==> src/hw/rtl/cfa_pkg.sv <==
// shared types and constants of the contiguous fit allocator
`timescale 1ns / 1ps
package cfa_pkg;

   // request and response field widths
   localparam int OPCODE_W = 1;
   localparam int PID_W    = 8;
   localparam int SIZE_W   = 13;
   localparam int STATUS_W = 2;
   localparam int START_W  = 10;
   localparam int COUNT_W  = 11;
   localparam int WASTE_W  = 2;
   localparam int POLICY_W = 2;

   // opcodes
   localparam logic [OPCODE_W-1:0] OP_ALLOC   = 1'b0;
   localparam logic [OPCODE_W-1:0] OP_RELEASE = 1'b1;

   // status codes
   localparam logic [STATUS_W-1:0] STATUS_DONE       = 2'd0;
   localparam logic [STATUS_W-1:0] STATUS_NO_HOLE    = 2'd1;
   localparam logic [STATUS_W-1:0] STATUS_TABLE_FULL = 2'd2;
   localparam logic [STATUS_W-1:0] STATUS_NOT_FOUND  = 2'd3;

   // fit policies
   localparam logic [POLICY_W-1:0] POLICY_FIRST = 2'd0;
   localparam logic [POLICY_W-1:0] POLICY_BEST  = 2'd1;
   localparam logic [POLICY_W-1:0] POLICY_WORST = 2'd2;

   typedef enum logic [3:0] {
      ST_INIT,
      ST_IDLE,
      ST_NEED,
      ST_SCAN,
      ST_DECIDE,
      ST_SHIFT,
      ST_WRITE1,
      ST_WRITE2,
      ST_LARGEST,
      ST_DONE
   } ctrl_state_type;

   typedef struct packed {
      logic [STATUS_W-1:0] status;
      logic [START_W-1:0]  start_block;
      logic [COUNT_W-1:0]  block_count;
      logic [WASTE_W-1:0]  slack_kb;
      logic [COUNT_W-1:0]  free_blocks;
      logic [COUNT_W-1:0]  largest_hole;
   } result_type;

endpackage

==> src/hw/rtl/cfa_ram.sv <==
// generic simple dual-port ram with registered read
`timescale 1ns / 1ps
module cfa_ram #(
   parameter int WIDTH = 8,
   parameter int DEPTH = 64
) (
   input  logic                     clock,
   input  logic                     wr_en,
   input  logic [$clog2(DEPTH)-1:0] wr_addr,
   input  logic [WIDTH-1:0]         wr_data,
   input  logic [$clog2(DEPTH)-1:0] rd_addr,
   output logic [WIDTH-1:0]         rd_data
);

   logic [WIDTH-1:0] mem_ff [DEPTH];
   logic [WIDTH-1:0] rd_data_ff;

   always_ff @(posedge clock) begin
      if (wr_en) begin
         mem_ff[wr_addr] <= wr_data;
      end
      rd_data_ff <= mem_ff[rd_addr];
   end

   assign rd_data = rd_data_ff;

endmodule

==> src/hw/rtl/cfa_ctrl.sv <==
// sequencer: table scan, entry shift, split or merge write-back, largest hole scan
`timescale 1ns / 1ps
module cfa_ctrl #(
   parameter int TOTAL_BLOCK_COUNT = 1024,
   parameter int BLOCK_KB          = 4,
   parameter int MAX_SEGMENTS      = 64
) (
   input  logic                                   clock,
   input  logic                                   reset,
   input  logic                                   req_take,
   input  logic [cfa_pkg::OPCODE_W-1:0]           req_opcode,
   input  logic [cfa_pkg::PID_W-1:0]              req_process_id,
   input  logic [cfa_pkg::SIZE_W-1:0]             req_size_kb,
   input  logic [cfa_pkg::POLICY_W-1:0]           fit_policy,
   output logic                                   idle,
   output logic                                   ram_wr_en,
   output logic [$clog2(MAX_SEGMENTS)-1:0]        ram_wr_addr,
   output logic [$clog2(TOTAL_BLOCK_COUNT) + $clog2(TOTAL_BLOCK_COUNT+1)
                 + cfa_pkg::PID_W:0]              ram_wr_data,
   output logic [$clog2(MAX_SEGMENTS)-1:0]        ram_rd_addr,
   input  logic [$clog2(TOTAL_BLOCK_COUNT) + $clog2(TOTAL_BLOCK_COUNT+1)
                 + cfa_pkg::PID_W:0]              ram_rd_data,
   input  logic                                   slot_free,
   output logic                                   rsp_load,
   output cfa_pkg::result_type                    rsp_data
);
   import cfa_pkg::*;

   localparam int SW   = $clog2(TOTAL_BLOCK_COUNT);
   localparam int TW   = $clog2(TOTAL_BLOCK_COUNT + 1);
   localparam int AW   = $clog2(MAX_SEGMENTS);
   localparam int CW   = $clog2(MAX_SEGMENTS + 1);
   localparam int IW   = CW + 1;
   localparam int NW   = SIZE_W + 1;
   localparam int CMPW = (NW > TW) ? NW : TW;
   localparam int SH   = SIZE_W + 1 + $clog2(BLOCK_KB) + 1;
   localparam int RW   = SH + 1;
   localparam int PW   = NW + RW;
   localparam int RECIP = ((1 << SH) + BLOCK_KB - 1) / BLOCK_KB;

   typedef struct packed {
      logic [SW-1:0]    start;
      logic [TW-1:0]    len;
      logic             free;
      logic [PID_W-1:0] owner;
   } entry_type;

   ctrl_state_type      state_ff, state_in;
   logic [OPCODE_W-1:0] opcode_ff, opcode_in;
   logic [PID_W-1:0]    pid_ff, pid_in;
   logic [SIZE_W-1:0]   size_ff, size_in;
   logic [NW-1:0]       need_ff, need_in;
   logic [CW-1:0]       count_ff, count_in, count_new_ff, count_new_in;
   logic [TW-1:0]       free_total_ff, free_total_in;
   logic [TW-1:0]       largest_ff, largest_in;
   logic [TW-1:0]       max_ff, max_in;
   logic [CW-1:0]       rd_idx_ff, rd_idx_in;
   logic                dv_ff, dv_in;
   logic [AW-1:0]       dv_idx_ff, dv_idx_in;
   logic                found_ff, found_in;
   logic [AW-1:0]       pick_idx_ff, pick_idx_in;
   logic [TW-1:0]       pick_len_ff, pick_len_in;
   logic [SW-1:0]       pick_start_ff, pick_start_in;
   logic                prev_free_ff, prev_free_in;
   logic [TW-1:0]       prev_len_ff, prev_len_in;
   logic [SW-1:0]       prev_start_ff, prev_start_in;
   logic                mprev_ff, mprev_in;
   logic [TW-1:0]       mprev_len_ff, mprev_len_in;
   logic [SW-1:0]       mprev_start_ff, mprev_start_in;
   logic                mnext_ff, mnext_in;
   logic [TW-1:0]       mnext_len_ff, mnext_len_in;
   logic [AW-1:0]       sh_src_ff, sh_src_in, sh_last_ff, sh_last_in;
   logic [AW-1:0]       sh_dst_ff, sh_dst_in;
   logic                sh_up_ff, sh_up_in, sh_issue_ff, sh_issue_in;
   logic                sh_pend_ff, sh_pend_in;
   logic [1:0]          sh_dist_ff, sh_dist_in;
   logic [AW-1:0]       wr1_addr_ff, wr1_addr_in, wr2_addr_ff, wr2_addr_in;
   entry_type           wr1_data_ff, wr1_data_in, wr2_data_ff, wr2_data_in;
   logic                wr2_en_ff, wr2_en_in;
   result_type          res_ff, res_in;

   entry_type           rd_entry;
   logic                scan_issue, scan_end, split, cand, take_hole;
   logic [NW-1:0]       sum_kb;
   logic [PW-1:0]       prod;
   logic [IW-1:0]       first_src;
   logic [1:0]          merge_gap;
   logic [TW-1:0]       merged_len;

   assign rd_entry   = entry_type'(ram_rd_data);
   assign scan_issue = (rd_idx_ff < count_ff);
   assign scan_end   = !scan_issue && !dv_ff;
   assign sum_kb     = NW'(size_ff) + NW'(BLOCK_KB - 1);
   assign prod       = PW'(sum_kb) * PW'(RECIP);
   assign split      = (CMPW'(pick_len_ff) != CMPW'(need_ff));
   assign cand       = rd_entry.free && (CMPW'(rd_entry.len) >= CMPW'(need_ff));
   assign merge_gap  = {1'b0, mprev_ff} + {1'b0, mnext_ff};
   assign first_src  = IW'(pick_idx_ff) + IW'(1) + IW'(mnext_ff);
   assign merged_len = pick_len_ff + (mprev_ff ? mprev_len_ff : TW'(0))
                       + (mnext_ff ? mnext_len_ff : TW'(0));

   always_ff @(posedge clock) begin
      if (reset) begin
         state_ff      <= ST_INIT;
         count_ff      <= CW'(1);
         free_total_ff <= TW'(TOTAL_BLOCK_COUNT);
         largest_ff    <= TW'(TOTAL_BLOCK_COUNT);
         dv_ff         <= 1'b0;
         sh_issue_ff   <= 1'b0;
         sh_pend_ff    <= 1'b0;
      end else begin
         state_ff      <= state_in;
         count_ff      <= count_in;
         free_total_ff <= free_total_in;
         largest_ff    <= largest_in;
         dv_ff         <= dv_in;
         sh_issue_ff   <= sh_issue_in;
         sh_pend_ff    <= sh_pend_in;
      end
      opcode_ff      <= opcode_in;
      pid_ff         <= pid_in;
      size_ff        <= size_in;
      need_ff        <= need_in;
      count_new_ff   <= count_new_in;
      max_ff         <= max_in;
      rd_idx_ff      <= rd_idx_in;
      dv_idx_ff      <= dv_idx_in;
      found_ff       <= found_in;
      pick_idx_ff    <= pick_idx_in;
      pick_len_ff    <= pick_len_in;
      pick_start_ff  <= pick_start_in;
      prev_free_ff   <= prev_free_in;
      prev_len_ff    <= prev_len_in;
      prev_start_ff  <= prev_start_in;
      mprev_ff       <= mprev_in;
      mprev_len_ff   <= mprev_len_in;
      mprev_start_ff <= mprev_start_in;
      mnext_ff       <= mnext_in;
      mnext_len_ff   <= mnext_len_in;
      sh_src_ff      <= sh_src_in;
      sh_last_ff     <= sh_last_in;
      sh_dst_ff      <= sh_dst_in;
      sh_up_ff       <= sh_up_in;
      sh_dist_ff     <= sh_dist_in;
      wr1_addr_ff    <= wr1_addr_in;
      wr1_data_ff    <= wr1_data_in;
      wr2_addr_ff    <= wr2_addr_in;
      wr2_data_ff    <= wr2_data_in;
      wr2_en_ff      <= wr2_en_in;
      res_ff         <= res_in;
   end

   always_comb begin
      state_in       = state_ff;
      opcode_in      = opcode_ff;
      pid_in         = pid_ff;
      size_in        = size_ff;
      need_in        = need_ff;
      count_in       = count_ff;
      count_new_in   = count_new_ff;
      free_total_in  = free_total_ff;
      largest_in     = largest_ff;
      max_in         = max_ff;
      rd_idx_in      = rd_idx_ff;
      dv_in          = 1'b0;
      dv_idx_in      = dv_idx_ff;
      found_in       = found_ff;
      pick_idx_in    = pick_idx_ff;
      pick_len_in    = pick_len_ff;
      pick_start_in  = pick_start_ff;
      prev_free_in   = prev_free_ff;
      prev_len_in    = prev_len_ff;
      prev_start_in  = prev_start_ff;
      mprev_in       = mprev_ff;
      mprev_len_in   = mprev_len_ff;
      mprev_start_in = mprev_start_ff;
      mnext_in       = mnext_ff;
      mnext_len_in   = mnext_len_ff;
      sh_src_in      = sh_src_ff;
      sh_last_in     = sh_last_ff;
      sh_dst_in      = sh_dst_ff;
      sh_up_in       = sh_up_ff;
      sh_dist_in     = sh_dist_ff;
      sh_issue_in    = sh_issue_ff;
      sh_pend_in     = 1'b0;
      wr1_addr_in    = wr1_addr_ff;
      wr1_data_in    = wr1_data_ff;
      wr2_addr_in    = wr2_addr_ff;
      wr2_data_in    = wr2_data_ff;
      wr2_en_in      = wr2_en_ff;
      res_in         = res_ff;
      take_hole      = 1'b0;
      idle           = 1'b0;
      ram_wr_en      = 1'b0;
      ram_wr_addr    = '0;
      ram_wr_data    = '0;
      ram_rd_addr    = rd_idx_ff[AW-1:0];
      rsp_load       = 1'b0;

      rsp_data              = res_ff;
      rsp_data.free_blocks  = COUNT_W'(free_total_ff);
      rsp_data.largest_hole = COUNT_W'(largest_ff);

      // sequential table read shared by both scans
      if ((state_ff == ST_SCAN || state_ff == ST_LARGEST) && scan_issue) begin
         rd_idx_in = rd_idx_ff + CW'(1);
         dv_in     = 1'b1;
         dv_idx_in = rd_idx_ff[AW-1:0];
      end

      case (state_ff)
         ST_INIT: begin
            ram_wr_en   = 1'b1;
            ram_wr_addr = '0;
            ram_wr_data = entry_type'{start: '0, len: TW'(TOTAL_BLOCK_COUNT),
                                      free: 1'b1, owner: '0};
            state_in    = ST_IDLE;
         end
         ST_IDLE: begin
            idle = 1'b1;
            if (req_take) begin
               opcode_in    = req_opcode;
               pid_in       = req_process_id;
               size_in      = req_size_kb;
               rd_idx_in    = '0;
               found_in     = 1'b0;
               prev_free_in = 1'b0;
               mprev_in     = 1'b0;
               mnext_in     = 1'b0;
               state_in     = (req_opcode == OP_ALLOC) ? ST_NEED : ST_SCAN;
            end
         end
         ST_NEED: begin
            need_in = prod[SH +: NW];
            if (size_ff == '0) begin
               res_in   = '0;
               state_in = ST_DONE;
            end else begin
               state_in = ST_SCAN;
            end
         end
         ST_SCAN: begin
            if (dv_ff) begin
               if (opcode_ff == OP_ALLOC) begin
                  if (cand) begin
                     if (fit_policy == POLICY_BEST) begin
                        take_hole = !found_ff || rd_entry.len <= pick_len_ff;
                     end else if (fit_policy == POLICY_WORST) begin
                        take_hole = !found_ff || rd_entry.len > pick_len_ff;
                     end else begin
                        take_hole = !found_ff;
                     end
                     if (take_hole) begin
                        found_in      = 1'b1;
                        pick_idx_in   = dv_idx_ff;
                        pick_len_in   = rd_entry.len;
                        pick_start_in = rd_entry.start;
                     end
                  end
               end else begin
                  if (!found_ff && !rd_entry.free && rd_entry.owner == pid_ff) begin
                     found_in       = 1'b1;
                     pick_idx_in    = dv_idx_ff;
                     pick_len_in    = rd_entry.len;
                     pick_start_in  = rd_entry.start;
                     mprev_in       = prev_free_ff;
                     mprev_len_in   = prev_len_ff;
                     mprev_start_in = prev_start_ff;
                  end
                  if (found_ff && dv_idx_ff == pick_idx_ff + AW'(1)) begin
                     mnext_in     = rd_entry.free;
                     mnext_len_in = rd_entry.len;
                  end
                  prev_free_in  = rd_entry.free;
                  prev_len_in   = rd_entry.len;
                  prev_start_in = rd_entry.start;
               end
            end
            if (scan_end) begin
               state_in = ST_DECIDE;
            end
         end
         ST_DECIDE: begin
            res_in      = '0;
            sh_issue_in = 1'b1;
            if (opcode_ff == OP_ALLOC) begin
               if (!found_ff) begin
                  res_in.status = STATUS_NO_HOLE;
                  state_in      = ST_DONE;
               end else if (split && count_ff >= CW'(MAX_SEGMENTS)) begin
                  res_in.status = STATUS_TABLE_FULL;
                  state_in      = ST_DONE;
               end else begin
                  res_in.status      = STATUS_DONE;
                  res_in.start_block = START_W'(pick_start_ff);
                  res_in.block_count = COUNT_W'(need_ff);
                  res_in.slack_kb    = WASTE_W'(need_ff) * WASTE_W'(BLOCK_KB)
                                       - WASTE_W'(size_ff);
                  wr1_addr_in   = pick_idx_ff;
                  wr1_data_in   = entry_type'{start: pick_start_ff, len: TW'(need_ff),
                                              free: 1'b0, owner: pid_ff};
                  wr2_en_in     = split;
                  wr2_addr_in   = pick_idx_ff + AW'(1);
                  wr2_data_in   = entry_type'{start: pick_start_ff + SW'(need_ff),
                                              len: pick_len_ff - TW'(need_ff),
                                              free: 1'b1, owner: '0};
                  free_total_in = free_total_ff - TW'(need_ff);
                  count_new_in  = count_ff + CW'(split);
                  // open a slot above the hole by moving the tail up one entry
                  sh_src_in  = AW'(count_ff - CW'(1));
                  sh_last_in = pick_idx_ff + AW'(1);
                  sh_up_in   = 1'b1;
                  sh_dist_in = 2'd1;
                  if (split && (CW'(pick_idx_ff) + CW'(1) < count_ff)) begin
                     state_in = ST_SHIFT;
                  end else begin
                     state_in = ST_WRITE1;
                  end
               end
            end else begin
               if (!found_ff) begin
                  res_in.status = STATUS_NOT_FOUND;
                  state_in      = ST_DONE;
               end else begin
                  res_in.status      = STATUS_DONE;
                  res_in.start_block = START_W'(pick_start_ff);
                  res_in.block_count = COUNT_W'(pick_len_ff);
                  wr1_addr_in   = mprev_ff ? pick_idx_ff - AW'(1) : pick_idx_ff;
                  wr1_data_in   = entry_type'{start: mprev_ff ? mprev_start_ff
                                                              : pick_start_ff,
                                              len: merged_len, free: 1'b1, owner: '0};
                  wr2_en_in     = 1'b0;
                  free_total_in = free_total_ff + pick_len_ff;
                  count_new_in  = count_ff - CW'(merge_gap);
                  // close the gap left by merged entries
                  sh_src_in  = AW'(first_src);
                  sh_last_in = AW'(count_ff - CW'(1));
                  sh_up_in   = 1'b0;
                  sh_dist_in = merge_gap;
                  if (merge_gap != 2'd0 && first_src < IW'(count_ff)) begin
                     state_in = ST_SHIFT;
                  end else begin
                     state_in = ST_WRITE1;
                  end
               end
            end
         end
         ST_SHIFT: begin
            ram_rd_addr = sh_src_ff;
            if (sh_issue_ff) begin
               sh_pend_in = 1'b1;
               sh_dst_in  = sh_up_ff ? sh_src_ff + AW'(1) : sh_src_ff - AW'(sh_dist_ff);
               if (sh_src_ff == sh_last_ff) begin
                  sh_issue_in = 1'b0;
               end else begin
                  sh_src_in = sh_up_ff ? sh_src_ff - AW'(1) : sh_src_ff + AW'(1);
               end
            end
            if (sh_pend_ff) begin
               ram_wr_en   = 1'b1;
               ram_wr_addr = sh_dst_ff;
               ram_wr_data = ram_rd_data;
            end
            if (!sh_issue_ff && !sh_pend_ff) begin
               state_in = ST_WRITE1;
            end
         end
         ST_WRITE1: begin
            ram_wr_en   = 1'b1;
            ram_wr_addr = wr1_addr_ff;
            ram_wr_data = wr1_data_ff;
            count_in    = count_new_ff;
            rd_idx_in   = '0;
            max_in      = '0;
            state_in    = wr2_en_ff ? ST_WRITE2 : ST_LARGEST;
         end
         ST_WRITE2: begin
            ram_wr_en   = 1'b1;
            ram_wr_addr = wr2_addr_ff;
            ram_wr_data = wr2_data_ff;
            state_in    = ST_LARGEST;
         end
         ST_LARGEST: begin
            if (dv_ff && rd_entry.free && rd_entry.len > max_ff) begin
               max_in = rd_entry.len;
            end
            if (scan_end) begin
               largest_in = max_ff;
               state_in   = ST_DONE;
            end
         end
         ST_DONE: begin
            if (slot_free) begin
               rsp_load = 1'b1;
               state_in = ST_IDLE;
            end
         end
         default: begin
            state_in = ST_IDLE;
         end
      endcase
   end

endmodule

==> src/hw/rtl/contiguous_fit_allocator_top.sv <==
// top level of the contiguous fit allocator: policy register, response register, table ram
`timescale 1ns / 1ps
// Contiguous fit allocator. A pool of TOTAL_BLOCK_COUNT blocks of BLOCK_KB kilobytes is
// kept as an address-ordered table of up to MAX_SEGMENTS segments in one ram. An allocate
// request rounds its size up to whole blocks and takes a hole by first, best or worst fit
// (csr register, reset to best fit; code 3 acts as first fit); a release frees the lowest
// segment of the process and merges free neighbours. Each request gets one response with
// status, segment, rounding slack and the free totals after the operation. One request is
// worked on at a time: a request that changes the table holds the block through two table
// scans (hole search, then largest hole), each with one ram read per segment, and through
// the moves of the entries that open or close a table slot. A rejected request needs only
// the hole search. After reset the block writes the initial hole before it takes a request.
// A finished response waits in its own register, so the next request may be taken while
// it is still stalled.
module contiguous_fit_allocator_top #(
   parameter int TOTAL_BLOCK_COUNT = 1024,
   parameter int BLOCK_KB          = 4,
   parameter int MAX_SEGMENTS      = 64
) (
   input  logic                              clock,
   input  logic                              reset,
   // request channel
   input  logic                              req_valid,
   output logic                              req_stall,
   input  logic [cfa_pkg::OPCODE_W-1:0]      req_opcode,
   input  logic [cfa_pkg::PID_W-1:0]         req_process_id,
   input  logic [cfa_pkg::SIZE_W-1:0]        req_size_kb,
   // response channel
   output logic                              rsp_valid,
   input  logic                              rsp_stall,
   output logic [cfa_pkg::STATUS_W-1:0]      rsp_status,
   output logic [cfa_pkg::START_W-1:0]       rsp_start_block,
   output logic [cfa_pkg::COUNT_W-1:0]       rsp_block_count,
   output logic [cfa_pkg::WASTE_W-1:0]       rsp_slack_kb,
   output logic [cfa_pkg::COUNT_W-1:0]       rsp_free_blocks,
   output logic [cfa_pkg::COUNT_W-1:0]       rsp_largest_hole,
   // policy register
   input  logic                              csr_write_enable,
   input  logic [cfa_pkg::POLICY_W-1:0]      csr_write_data
);
   import cfa_pkg::*;

   localparam int AW = $clog2(MAX_SEGMENTS);
   // table entry: start, length, free flag, owner
   localparam int EW = $clog2(TOTAL_BLOCK_COUNT) + $clog2(TOTAL_BLOCK_COUNT + 1) + 1 + PID_W;

   logic [POLICY_W-1:0] fit_policy_ff;
   logic                rsp_valid_ff, rsp_valid_in;
   result_type          rsp_ff, rsp_in;

   logic                idle, req_take, slot_free, rsp_load;
   result_type          rsp_data;
   logic                ram_wr_en;
   logic [AW-1:0]       ram_wr_addr, ram_rd_addr;
   logic [EW-1:0]       ram_wr_data, ram_rd_data;

   assign req_stall = !idle;
   assign req_take  = req_valid && !req_stall;
   // response register frees up when empty or being taken this cycle
   assign slot_free = !rsp_valid_ff || !rsp_stall;

   always_comb begin
      rsp_valid_in = rsp_valid_ff;
      rsp_in       = rsp_ff;
      if (rsp_load) begin
         rsp_valid_in = 1'b1;
         rsp_in       = rsp_data;
      end else if (rsp_valid_ff && !rsp_stall) begin
         rsp_valid_in = 1'b0;
      end
   end

   always_ff @(posedge clock) begin
      if (reset) begin
         fit_policy_ff <= POLICY_BEST;
         rsp_valid_ff  <= 1'b0;
      end else begin
         if (csr_write_enable) begin
            fit_policy_ff <= csr_write_data;
         end
         rsp_valid_ff <= rsp_valid_in;
      end
      rsp_ff <= rsp_in;
   end

   assign rsp_valid        = rsp_valid_ff;
   assign rsp_status       = rsp_ff.status;
   assign rsp_start_block  = rsp_ff.start_block;
   assign rsp_block_count  = rsp_ff.block_count;
   assign rsp_slack_kb     = rsp_ff.slack_kb;
   assign rsp_free_blocks  = rsp_ff.free_blocks;
   assign rsp_largest_hole = rsp_ff.largest_hole;

   cfa_ctrl #(
      .TOTAL_BLOCK_COUNT (TOTAL_BLOCK_COUNT),
      .BLOCK_KB          (BLOCK_KB),
      .MAX_SEGMENTS      (MAX_SEGMENTS)
   ) u_ctrl (
      .clock          (clock),
      .reset          (reset),
      .req_take       (req_take),
      .req_opcode     (req_opcode),
      .req_process_id (req_process_id),
      .req_size_kb    (req_size_kb),
      .fit_policy     (fit_policy_ff),
      .idle           (idle),
      .ram_wr_en      (ram_wr_en),
      .ram_wr_addr    (ram_wr_addr),
      .ram_wr_data    (ram_wr_data),
      .ram_rd_addr    (ram_rd_addr),
      .ram_rd_data    (ram_rd_data),
      .slot_free      (slot_free),
      .rsp_load       (rsp_load),
      .rsp_data       (rsp_data)
   );

   // segment table
   cfa_ram #(
      .WIDTH (EW),
      .DEPTH (MAX_SEGMENTS)
   ) u_table (
      .clock   (clock),
      .wr_en   (ram_wr_en),
      .wr_addr (ram_wr_addr),
      .wr_data (ram_wr_data),
      .rd_addr (ram_rd_addr),
      .rd_data (ram_rd_data)
   );

endmodule

==> config.mk <==
export PLATFORM = sky130hd
export DESIGN_NAME = contiguous_fit_allocator_top
export DESIGN_NICKNAME = d
export VERILOG_FILES = /design/src/hw/rtl/cfa_pkg.sv /design/src/hw/rtl/cfa_ram.sv /design/src/hw/rtl/cfa_ctrl.sv /design/src/hw/rtl/contiguous_fit_allocator_top.sv
export SDC_FILE = /design/constraint.sdc
export NUM_CORES = 2
export LEC_CHECK = 0
export BUFFER_PORTS_ARGS = -buffer_cell sky130_fd_sc_hd__buf_4
export CAP_MARGIN = 10
export CORE_ASPECT_RATIO = 2
export CORE_MARGIN = 1.5
export CORE_UTILIZATION = 35
export DETAILED_ROUTE_END_ITERATION = 10
export HOLD_SLACK_MARGIN = 0.02
export SYNTH_ARGS = -nofsm -noshare
export SYNTH_HDL_FRONTEND = slang
export SYNTH_SLANG_ARGS = --single-unit
==> constraint.sdc <==
create_clock -name clock -period 14 [get_ports clock]
set_input_delay 2.8 -clock clock [delete_from_list [all_inputs] [get_ports clock]]
set_output_delay 2.8 -clock clock [all_outputs]
set_load 0.01 [all_outputs]
==> impl_metrics.py <==
metrics = {
    "floorplan": {
        "core_um2": 262000,
        "start_util_pct": 35.1,
        "dieArea_um2": 266000,
        "fp.dieH_um": 728,
        "core.rowCount": 266,
        "num_io_pins": 78,
        "fp.dieW_um": 366,
    },
    "logic_synthesis": {
        "ys_seq_area_share_pct": 74.1,
        "synth_top_area_share_pct": 72.4,
        "avgSynthCellArea_um2": 14.3,
        "synth_nets": 6586,
        "syn_area_um2": 92000,
        "ys_top_cells_by_count": "2219 x edfxtp_1, 1510 x nand2_1, 278 x a31oi_1",
        "synth-seq-cells": 2295,
        "yosys_warnings": 0,
        "synth_edf_count": 2219,
        "synthArstFlopShare_pct": 0,
        "ys_types": 73,
        "netlist_top_cells_area": "edfxtp_1 72%, nand2_1 6.2%, mux2i_1 2.9%",
        "yosysMostFrequentCell": "edfxtp_1",
        "synth_ff_type": "edfxtp_1",
        "netlist_instances": 6432,
        "yosys.area.top_type": "edfxtp_1",
    },
    "detailed_routing": {
        "drcViolationCount": 0,
        "vias": 55700,
        "drtIter0Drc": 6136,
        "wl_um": 272000,
        "wl_per_cell_um": 26.9,
        "avgViaCountPerCell": 5.49,
        "drtPass1Iterations": 6,
        "detail-route-antenna-nets": 0,
    },
    "layout": {
        "multiInputGateArea_um2": 22600,
        "drive_above_1_share_pct": 10.4,
        "final_area_um2": 103000,
        "fin_nets": 6656,
        "seqCellArea_um2": 68200,
        "areaGrowthSynthToFinish_pct": 12.4,
        "fillers": 23900,
    },
    "global_routing": {
        "antenna_found_initial": 11,
        "grt_max_degree": 110,
        "overflow": 0,
        "grt_usage_pct": 20.0,
        "grt_pass1_wl_um": 389000,
        "grt_pass1_vias": 55200,
    },
    "sta": {
        "finClkSkew_ns": 0.0616,
        "fmax_mhz": 168,
        "fin_ws_ns": 8.03,
        "period_needed_ns": 5.97,
        "period_share_pct": 42.6,
        "whs_ns": 0.418,
        "finalSetupViolations": 0,
        "slew_headroom_pct": 6.39,
        "worstMarginPinSlew_ns": 1.39,
        "final-hold-violation-count": 0,
        "slew_violations": 0,
        "final.setup.tns_ns": 0,
        "rsz0062_at_grt": "no",
    },
    "pwr": {
        "ir_drop_mv": 0.117,
        "seq_power_share_pct": 51.3,
        "power.switching_mw": 4.09,
        "clockPowerShare_pct": 35.2,
        "comb_power_share_pct": 13.5,
        "leakagePower_nw": 37.6,
        "internal-power_mw": 10.9,
        "netSwitchingFraction_pct": 27.3,
        "power_density_nw_per_um2": 145,
    },
    "place": {
        "dp_slack_ns": 8.11,
        "dp_hpwl_um": 167000,
        "place_congestion": 0.887,
        "dpl_cell_area_um2": 97400,
        "place.port_buffers": 77,
    },
    "critical_path": {
        "crit_start": "u_ctrl.state_ff[0]",
        "r2r_end": "u_table.rd_data[27]",
        "worstPathRequired_ns": 14.69,
        "ff2ff_path_depth": 12,
        "worstReg2RegStart": "u_ctrl.state_ff[0]",
        "rrSetupSlack_ns": 8.03,
        "cp-end-kind": "register",
        "crit_type": "reg -> reg",
        "arrival_ns": 6.66,
        "cp-start-kind": "register",
        "crit_fanout": 64,
    },
    "cts": {
        "cts_tree": "done",
        "clk_pin_slew_worst_paths_ns": 0.07,
        "clk_latency_ns": 0.85,
        "post_cts_buffers": 0,
        "cts_root_buffer": "clkbuf_16",
        "hold_buffers": 0,
        "ctsResizeCount": 0,
        "cts_made_buffers": 186,
        "cts_buffer_depth": 4,
        "numClockSinks": 2295,
        "h-tree-depth": 4,
    },
    "hold_path": {
        "whs_path_depth": 0,
        "min_to": "rsp_start_block[5]",
        "hold_path.class": "reg -> reg",
        "min_from": "u_ctrl.rsp_data[40]",
    },
    "job": {
        "drv_cap": 0,
    },
    "outcome": {
        "outcome": "finished, final reports clean",
    },
}
==> placed cells by master (no fill, tap or decap), drive strengths merged, types with 11 or more instances in the layout <==
cell,instances
a21o,21
a21oi,169
a22o,38
a31oi,278
a32oi,210
a41oi,31
and2,25
and3,115
buf,254
bufinv,18
clkbuf,231
clkinv,66
dfxtp,76
edfxtp,2219
fa,16
ha,109
inv,105
mux2,14
mux2i,266
mux4,30
nand2,1510
nand2b,11
nand3,269
nand4,45
nor2,165
nor2b,20
nor3,20
o21a,14
o21ai,75
or3,11
xnor2,76
xor2,32
==> critical path, stage by stage, from the launching register on <==
cell and delay, ns:
dfxtp_2 0.31, buf_4 0.57, and4bb_1 0.29, buf_4 0.38, mux2i_4 0.30, buf_4 0.58
buf_4 0.57, buf_4 0.80, buf_4 0.76, mux2i_1 0.26, a32oi_1 0.07, a31oi_1 0.60
nand4_1 0.15
==> stage by stage <==
step                      util [%]  power (mW)  cells
after floorplan                  -        9.17   6432
after global placement        37.2        9.83   9794
after detailed placement      37.2        9.85   9795
after CTS                     39.4        15.0  10100
after global routing          39.5        15.4  10100
final                         39.5        15.0  10100
==> sequential cells by signal (all words and copies together), names as in the netlist, 10 cells and up <==
| signal | cells |
|---|---|
| u_ctrl.size_ff | 13 |
| rsp_block_count | 11 |
| u_ctrl.largest_ff | 11 |
| u_ctrl.mnext_len_ff | 11 |
| rsp_start_block | 10 |
| u_table.mem_ff | 1920 |
| u_ctrl.mprev_start_ff | 10 |
| u_ctrl.rsp_data | 25 |
| u_ctrl.mprev_len_ff | 11 |
| u_ctrl.pick_len_ff | 11 |
| u_ctrl.max_ff | 11 |
| u_ctrl.need_ff | 12 |
| u_ctrl.wr2_data_ff | 21 |
| u_ctrl.wr1_data_ff | 30 |
| u_ctrl.free_total_ff | 11 |
| rsp_largest_hole | 11 |
| u_ctrl.pick_start_ff | 10 |
| u_ctrl.prev_start_ff | 10 |
| u_ctrl.prev_len_ff | 11 |
| u_table.rd_data | 30 |
| rsp_free_blocks | 11 |
==> metal layers <==
layer,wire length [um],track usage [%],vias up
met5,22,0,-
met4,16000,11.1,4
met3,14800,2.21,660
met2,149000,38.1,2298
met1,92100,21.2,28400
li1,-,-,24300
==> worst max path at each step <==
stage | end | slack (ns) | depth (start not counted)
detailed placement | u_table.rd_data[27] | 8.11 | 12
finish | u_table.rd_data[27] | 8.03 | 12
floorplan | rsp_block_count[0] | 8.41 | 1
global route | u_table.rd_data[27] | 7.81 | 12
global placement | u_table.rd_data[27] | 8.11 | 12
CTS | u_table.rd_data[27] | 8.08 | 12
==> kinds of logic (layout without fill, tap and decap cells) <==
| logic type | count (synthesis) | after routing | synth area share (%) |
|---|---|---|---|
| flip-flops | 2295 | 2295 | 74.1 |
| AND/OR/NAND/NOR | 2228 | 2228 | 10.3 |
| AO/OA/AOI/OAI | 895 | 895 | 6.70 |
| buffers and inverters | 471 | 683 | 2.26 |
| multiplexers | 310 | 310 | 3.83 |
| adder cells (fa/ha/maj) | 125 | 125 | 1.83 |
| XOR/XNOR | 108 | 108 | 1.03 |
| other | 0 | 9 | 0 |
==> area by class of cell <==
| class | count | share of cell area [%] |
|---|---|---|
| Tap cell | 3484 | 4.22 |
| Timing Repair Buffer | 254 | 1.92 |
| Sequential cell | 2295 | 65.9 |
| Clock buffer | 231 | 4.77 |
| Inverter | 99 | 0.359 |
| Antenna cell | 9 | 0.0218 |
| Multi-Input combinational cell | 3666 | 21.8 |
| Clock inverter | 99 | 0.937 |
==> power groups by stage <==
stage	Sequential [mW]	Clock, mW	Combinational [mW]
after global placement	7.84	0	1.98
after CTS	7.69	5.34	2.01
after detailed placement	7.84	0	2.00
final	7.69	5.27	2.03
after floorplan	7.78	0	1.40
after global routing	7.69	5.55	2.14
No activity file was read; power rests on OpenSTA's default activity.
